===== src/sv/sajf_pkg.sv =====
`default_nettype none

package sajf_pkg;

   localparam int STORE_DEPTH   = 8192;
   localparam int MAX_TAKE      = 64;
   localparam int QUEUE_DEPTH   = 4;

   localparam int SAMPLE_W      = 32;
   localparam int FRAME_W       = 2 * SAMPLE_W;
   localparam int TOTAL_W       = 32;
   localparam int FRAME_COUNT_W = 7;
   localparam int CFG_W         = 14;
   localparam int CSR_IDX_W     = 4;
   localparam int CSR_DATA_W    = 32;

   localparam int PTR_W   = $clog2(STORE_DEPTH);
   localparam int FILL_W  = $clog2(STORE_DEPTH + 1);
   localparam int DROP_W  = FILL_W + 1;
   localparam int COUNT_W = $clog2(MAX_TAKE + 1);
   localparam int QPTR_W  = $clog2(QUEUE_DEPTH);
   localparam int QCNT_W  = $clog2(QUEUE_DEPTH + 1);

   localparam logic [CFG_W-1:0] CAPACITY_RESET = CFG_W'(4800);
   localparam logic [CFG_W-1:0] RESERVE_RESET  = CFG_W'(960);

   localparam logic [CSR_IDX_W-1:0] CSR_CAPACITY = CSR_IDX_W'(0);
   localparam logic [CSR_IDX_W-1:0] CSR_RESERVE  = CSR_IDX_W'(1);

   typedef enum logic {
      OP_PUSH = 1'b0,
      OP_TAKE = 1'b1
   } op_type;

   typedef enum logic {
      BK_IDLE,
      BK_TAKE
   } back_state_type;

   typedef struct packed {
      op_type                     op;
      logic signed [SAMPLE_W-1:0] left_sample;
      logic signed [SAMPLE_W-1:0] right_sample;
      logic [COUNT_W-1:0]         count;
   } cmd_type;

   typedef struct packed {
      logic [CFG_W-1:0] capacity;
      logic [CFG_W-1:0] reserve;
   } cfg_type;

   typedef struct packed {
      logic               silent;
      logic               underrun;
      logic               last;
      logic [TOTAL_W-1:0] overflow_total;
      logic [TOTAL_W-1:0] underrun_total;
   } frame_meta_type;

endpackage

`default_nettype wire


===== src/sv/sajf_ifs.sv =====
`default_nettype none

interface sajf_req_if;
   import sajf_pkg::*;
   logic                          valid;
   logic                          ready;
   logic                          op;
   logic signed [SAMPLE_W-1:0]    left_sample;
   logic signed [SAMPLE_W-1:0]    right_sample;
   logic [FRAME_COUNT_W-1:0]      frame_count;

   modport source (output valid, op, left_sample, right_sample, frame_count, input ready);
   modport sink (input valid, op, left_sample, right_sample, frame_count, output ready);
   modport monitor (input valid, ready, op, left_sample, right_sample, frame_count);
endinterface


`default_nettype wire


===== src/sv/sajf_front.sv =====
`default_nettype none

module sajf_front (
   input  logic              clock,
   input  logic              reset,
   sajf_req_if.sink          req,
   output logic              cmd_valid,
   output sajf_pkg::cmd_type cmd,
   input  logic              cmd_pop
);
   import sajf_pkg::*;

   cmd_type             queue_mem [QUEUE_DEPTH];
   logic [QPTR_W-1:0]   head_ff, head_in;
   logic [QPTR_W-1:0]   tail_ff, tail_in;
   logic [QCNT_W-1:0]   count_ff, count_in;
   cmd_type             cmd_new;
   logic                push;

   assign req.ready = (count_ff != QCNT_W'(QUEUE_DEPTH));
   assign push      = req.valid && req.ready;
   assign cmd_valid = (count_ff != '0);
   assign cmd       = queue_mem[head_ff];

   // decode op, clamp take count
   always_comb begin
      cmd_new.op           = op_type'(req.op);
      cmd_new.left_sample  = req.left_sample;
      cmd_new.right_sample = req.right_sample;
      if (req.frame_count > FRAME_COUNT_W'(MAX_TAKE)) begin
         cmd_new.count = COUNT_W'(MAX_TAKE);
      end else begin
         cmd_new.count = COUNT_W'(req.frame_count);
      end
   end

   always_comb begin
      head_in  = head_ff;
      tail_in  = tail_ff;
      count_in = count_ff;
      if (push) begin
         tail_in = tail_ff + 1'b1;
      end
      if (cmd_pop) begin
         head_in = head_ff + 1'b1;
      end
      if (push && !cmd_pop) begin
         count_in = count_ff + 1'b1;
      end else if (!push && cmd_pop) begin
         count_in = count_ff - 1'b1;
      end
   end

   always_ff @(posedge clock) begin
      if (reset) begin
         head_ff  <= '0;
         tail_ff  <= '0;
         count_ff <= '0;
      end else begin
         head_ff  <= head_in;
         tail_ff  <= tail_in;
         count_ff <= count_in;
      end
   end

   always_ff @(posedge clock) begin
      if (push) begin
         queue_mem[tail_ff] <= cmd_new;
      end
   end

endmodule

`default_nettype wire


===== src/flat_wrapper.sv =====
// flat-port wrapper written by rule: the top's interface ports become plain ports
module sajf_front_flat import sajf_pkg::*;
  (clock, reset, cmd_valid, cmd, cmd_pop, req_valid, req_op, req_left_sample, req_right_sample, req_frame_count, req_ready);
  sajf_req_if req_i ();
  input  logic clock;
  input  logic reset;
  output logic cmd_valid;
  output sajf_pkg::cmd_type cmd;
  input  logic cmd_pop;
  input wire logic [$bits(req_i.valid)-1:0] req_valid;
  input wire logic [$bits(req_i.op)-1:0] req_op;
  input wire logic [$bits(req_i.left_sample)-1:0] req_left_sample;
  input wire logic [$bits(req_i.right_sample)-1:0] req_right_sample;
  input wire logic [$bits(req_i.frame_count)-1:0] req_frame_count;
  output wire logic [$bits(req_i.ready)-1:0] req_ready;
  assign req_i.valid = req_valid;
  assign req_i.op = req_op;
  assign req_i.left_sample = req_left_sample;
  assign req_i.right_sample = req_right_sample;
  assign req_i.frame_count = req_frame_count;
  assign req_ready = req_i.ready;
  sajf_front u_core (.clock(clock), .reset(reset), .req(req_i), .cmd_valid(cmd_valid), .cmd(cmd), .cmd_pop(cmd_pop));
endmodule

===== config.mk =====
export PLATFORM = sky130hd
export DESIGN_NAME = sajf_front_flat
export DESIGN_NICKNAME = d
export VERILOG_FILES = /design/src/sv/sajf_pkg.sv /design/src/sv/sajf_ifs.sv /design/src/sv/sajf_front.sv /design/src/flat_wrapper.sv
export SDC_FILE = /design/constraint.sdc
export NUM_CORES = 1
export LEC_CHECK = 0
export BUFFER_PORTS_ARGS = -buffer_cell sky130_fd_sc_hd__buf_4
export CAP_MARGIN = 10
export CORE_MARGIN = 4
export CORE_UTILIZATION = 61
export DETAILED_ROUTE_END_ITERATION = 10
export PLACE_DENSITY_LB_ADDON = 0.25
export SLEW_MARGIN = 5
export SYNTH_ARGS = -nofsm -noshare
export SYNTH_HDL_FRONTEND = slang
export SYNTH_SLANG_ARGS = --single-unit

===== constraint.sdc =====
create_clock -name clock -period 6.9 [get_ports clock]
set_input_delay 0.345 -clock clock [delete_from_list [all_inputs] [get_ports clock]]
set_output_delay 0.345 -clock clock [all_outputs]
set_load 0.01 [all_outputs]

==> Implementation_results.wiki <==
{| class="wikitable"
! Metric !! Value
|-
| Max Cap Violations || 0
|-
| Worst IR drop on VDD || 0.2943 mV
|-
| Most area-hungry cell type in the Yosys netlist || edfxtp_1
|-
| Launch instance of the worst min-delay path || req_right_sample[12]
|-
| Sink count of the clock tree || 297
|-
| Synthesis-to-finish area growth || 24.51%
|-
| Multiplexer fraction of the synthesized cell area || 0.1514
|-
| Number of cells on the worst reg-to-reg path || 8
|-
| Nets || 725
|-
| Crit Reg-Reg Endpoint || u_core.count_ff[2]$_SDFFE_PP0P_
|-
| Final-report hold violation count || 0
|-
| Area contributors post-synth || edfxtp_1, mux4_2, dfxtp_1
|-
| Insertion delay of the later-clocked pin in the worst-skew pair || 0.54 ns
|-
| Met3 usage in global routing || 0.04335
|-
| Count of final setup violators || 0
|-
| Net Switching || 0.0009861 W
|-
| Depth of the worst hold-timing path || 1
|-
| Leakage || 4.668 nW
|-
| Remaining Overflow, GRT || 0
|-
| Number of placement rows || 48
|-
| Global-route wire length before repair || 30.74 mm
|-
| Diode insertion count for antenna repair || 0
|-
| Sequential-to-total area share from yosys stat || 0.8051
|-
| Slowest cell delay on critical path || 0.81 ns
|-
| Chip Width || 142.1 um
|-
| Final RePlAce weighted congestion || 0.6798
|-
| Crit-path cells || buf_4 > mux4_2 > buf_4
|-
| Gate power share || 0.137
|-
| Result of the run || completed
|-
| Synthesized-area fraction occupied by ao, oa, aoi and oai cells || 0.001940
|-
| Ports placed on the boundary || 150
|-
| Clk root buf || clkbuf_16
|-
| Layout cells sized above 1 || 0.4075
|-
| Setup crit start kind || register
|-
| Setup TNS || 0 ns
|-
| Synthesized net count || ~510
|-
| Number of vias per cell after detailed routing || 5.691
|-
| Final Max Slew Viols || 0
|-
| Combinational family with the most area after synthesis || multiplexers
|-
| Period Utilization, post-route || 0.4671
|-
| Total half-perimeter wirelength after legalization and detailed placement || 10.73 mm
|-
| Number of global-route vias before repair || 5,461
|-
| Met1 demand-to-capacity share in global routing || 0.2720
|-
| Place WS || 4.136 ns
|-
| Max-Slew Margin vs Limit || 0.2627
|-
| Buffers inserted by post-CTS timing repair || 0
|-
| Area share of xor/xnor cells in the synthesized design || 0.003195
|-
| Initial antenna violation count || 1
|-
| Class of the most critical hold timing path || in2reg
|-
| Fin Hold WS || 0.02278 ns
|-
| Post-DR wirelength/cell || 22.09 um
|-
| Critical Setup Path Class || reg2out
|-
| GRT Resource Usage Total || 0.1999
|-
| Placeable core region || around 0.017 mm2
|-
| TritonCTS clock tree || yes
|-
| Die area || 0.02019 mm2
|-
| Worst clock skew || 0.02025 ns
|-
| Worst EP required || 6.55 ns
|-
| Critical Path Fanout Max || 47
|-
| Net switching fraction of the power || 0.2231
|-
| Final worst setup slack || 3.677 ns
|-
| Layer with the highest usage || met2
|-
| RSZ-0062 raised after global routing || false
|-
| Clock share of power || 0.357
|-
| Number of remaining DRC errors || 0
|-
| Maximum number of pins on one net before global-route repair || 73
|-
| Post-CTS clock slew at the launch and capture registers of the worst setup and hold paths || approximately 0.060 ns
|-
| Cell area power density || 323.7 mW/mm2
|-
| Internal Power || 0.003433 W
|-
| Finished Core Util || 0.7812
|-
| Achievable frequency || approximately 310 MHz
|-
| Number of CTS-inserted buffers || 29
|-
| Buffers from clock root to sink, at most || 3
|-
| Routed via count || 5,065
|-
| Worst reg-to-reg setup slack || 4.53 ns
|-
| Adder and majority gate portion of the synthesized area || 0.007531
|-
| Top cell type's share of synthesized area || 0.7887
|-
| Synth Warn # || 0
|-
| Launch instance of the worst register-to-register path || u_core.count_ff[0]$_SDFFE_PP0P_
|-
| Slowest cell on crit path || buf_4
|-
| Simple-Gate Fraction of Synth Area || 0.01141
|-
| Slew at the pin with the worst max-slew slack || 1.106 ns
|-
| Category of the worst setup path capture point || output pin
|-
| Min Clock Period, post-route || 3.223 ns
|-
| Cells after Synth || ~430
|-
| Final WL || between 15 and 20 mm
|-
| Worst EP arrival || 2.88 ns
|-
| Capture endpoint of the worst hold path || u_core.queue_mem[2][19]$_DFFE_PP_
|-
| Cell variety after synth || 24
|-
| H-tree depth || 1
|-
| Most Frequent Cell on Critical Path || buf_4
|-
| Mean cell area of the mapped netlist || 25.44 um2
|-
| Drt first pass iters || 5
|-
| Count of antenna-violating nets left after detailed routing || 0
|-
| Initial drt markers || 450
|-
| Area of the mapped netlist || 0.01097 mm2
|-
| Height of the chip || roughly 140 um
|-
| Buf/Inv on CP || 2
|-
| Global routing met2 resource utilization || 0.3376
|-
| Power share of the sequential group || 0.506
|-
| Post-synthesis sequential element count || between 200 and 300
|-
| Effective utilization at floorplan || 0.6274
|-
| Port Buffers || 149
|-
| Family with the most delay on the worst path || buffers and inverters
|}
-- worst reg2reg max path: cells and delay by family (launching register included) --
kind | cells | cell delay, ns
fa+ha+maj | 2 | 0.69
flops | 1 | 0.40
buf+inv | 1 | 0.07
simple gates | 2 | 0.41
compound gates | 2 | 0.54
xor+xnor | 1 | 0.18
-- layout by cell type, fill, tap and decap left out, drive strengths merged, types with 2 or more instances in the layout --
cell	instances
and2	4
buf	150
bufinv	5
clkbuf	32
clkinv	12
clkinvlp	3
dfxtp	9
dlygate4sd3	49
edfxtp	288
ha	5
inv	5
mux2i	2
mux4	72
nand2	2
nand2b	2
nor2	8
nor2b	6
or3	2
xor2	3
-- registers in the layout, indices dropped and copies added, names as in the netlist, named ones only --
| signal | count |
|---|---|
| u_core.count_ff | 3 |
| u_core.head_ff | 2 |
| u_core.queue_mem | 288 |
| u_core.tail_ff | 2 |
-- how the worst max path moves through the flow --
stage                                  endpoint  slack [ns]  depth (start not counted)
5_1_grt                                 cmd[42]        3.38                          3
4_1_cts                                 cmd[42]        3.52                          3
3_3_place_gp                            cmd[42]        4.11                          3
3_5_place_dp                            cmd[42]        4.14                          3
6_report                                cmd[11]        3.68                          3
2_1_floorplan  u_core.queue_mem[0][0]$_DFFE_PP_        4.01                          3
-- kinds of logic (layout without fill, tap and decap cells) --
family / Yosys count / after routing
mux: 75 / 75
buf+inv: 22 / 256
fa+ha+maj: 6 / 6
xor+xnor: 4 / 4
simple gates: 24 / 24
compound gates: 3 / 3
flops: 297 / 297
-- power groups by stage --
| stage | clock (W) | sequential [W] | combinational (W) |
|---|---|---|---|
| after floorplan | 0 | 0.00224 | 0.000350 |
| after CTS | 0.00161 | 0.00224 | 0.000614 |
| final | 0.00158 | 0.00224 | 0.000603 |
| after global routing | 0.00169 | 0.00225 | 0.000649 |
| after global placement | 0 | 0.00226 | 0.000575 |
| after detailed placement | 0 | 0.00227 | 0.000586 |
-- synth_stat cells, drive strengths merged --
cell and instances:
edfxtp 288, mux4 72, buf 15, dfxtp 9, nor2 8, nor2b 6
ha 5, and2 4, inv 4, clkbuf 3, xor2 3, mux2i 2
nand2 2, nand2b 2, or3 2, a21boi 1, a21oi 1, fa 1
mux2 1, o21ai 1, xnor2 1
-- metrics by stage --
step,power [W],cells,instance area [um2]
2_1_floorplan,0.002590,431,10970
3_3_place_gp,0.002835,788,12190
3_5_place_dp,0.002861,788,12190
4_1_cts,0.004461,890,13650
5_1_grt,0.004590,890,13650
6_report,0.004419,890,13650
-- cell type report --
type | count | area [um2]
clock buffers | 32 | 737.0
clock inverters | 21 | 232.7
fillers | 895 | 3824
inverters | 4 | 15.01
multi-input cells | 112 | 1934
flip-flops and latches | 297 | 8836
well taps | 225 | 281.5
repair buffers | 199 | 1617
-- repair_timing --
| action | CTS | global route |
|---|---|---|
| hold buffers | 49 | 0 |
| endpoints found under the hold margin | 189 | 0 |
| resized for setup | 0 | 0 |
-- routing by layer --
layer / vias to the layer above / wire [um]
li1: 2248 / -
met4: 2 / 428
met1: 2608 / 7585
met3: 34 / 1382
met2: 173 / 10250
met5: - / 12
(Power assumes the default switching activity.)
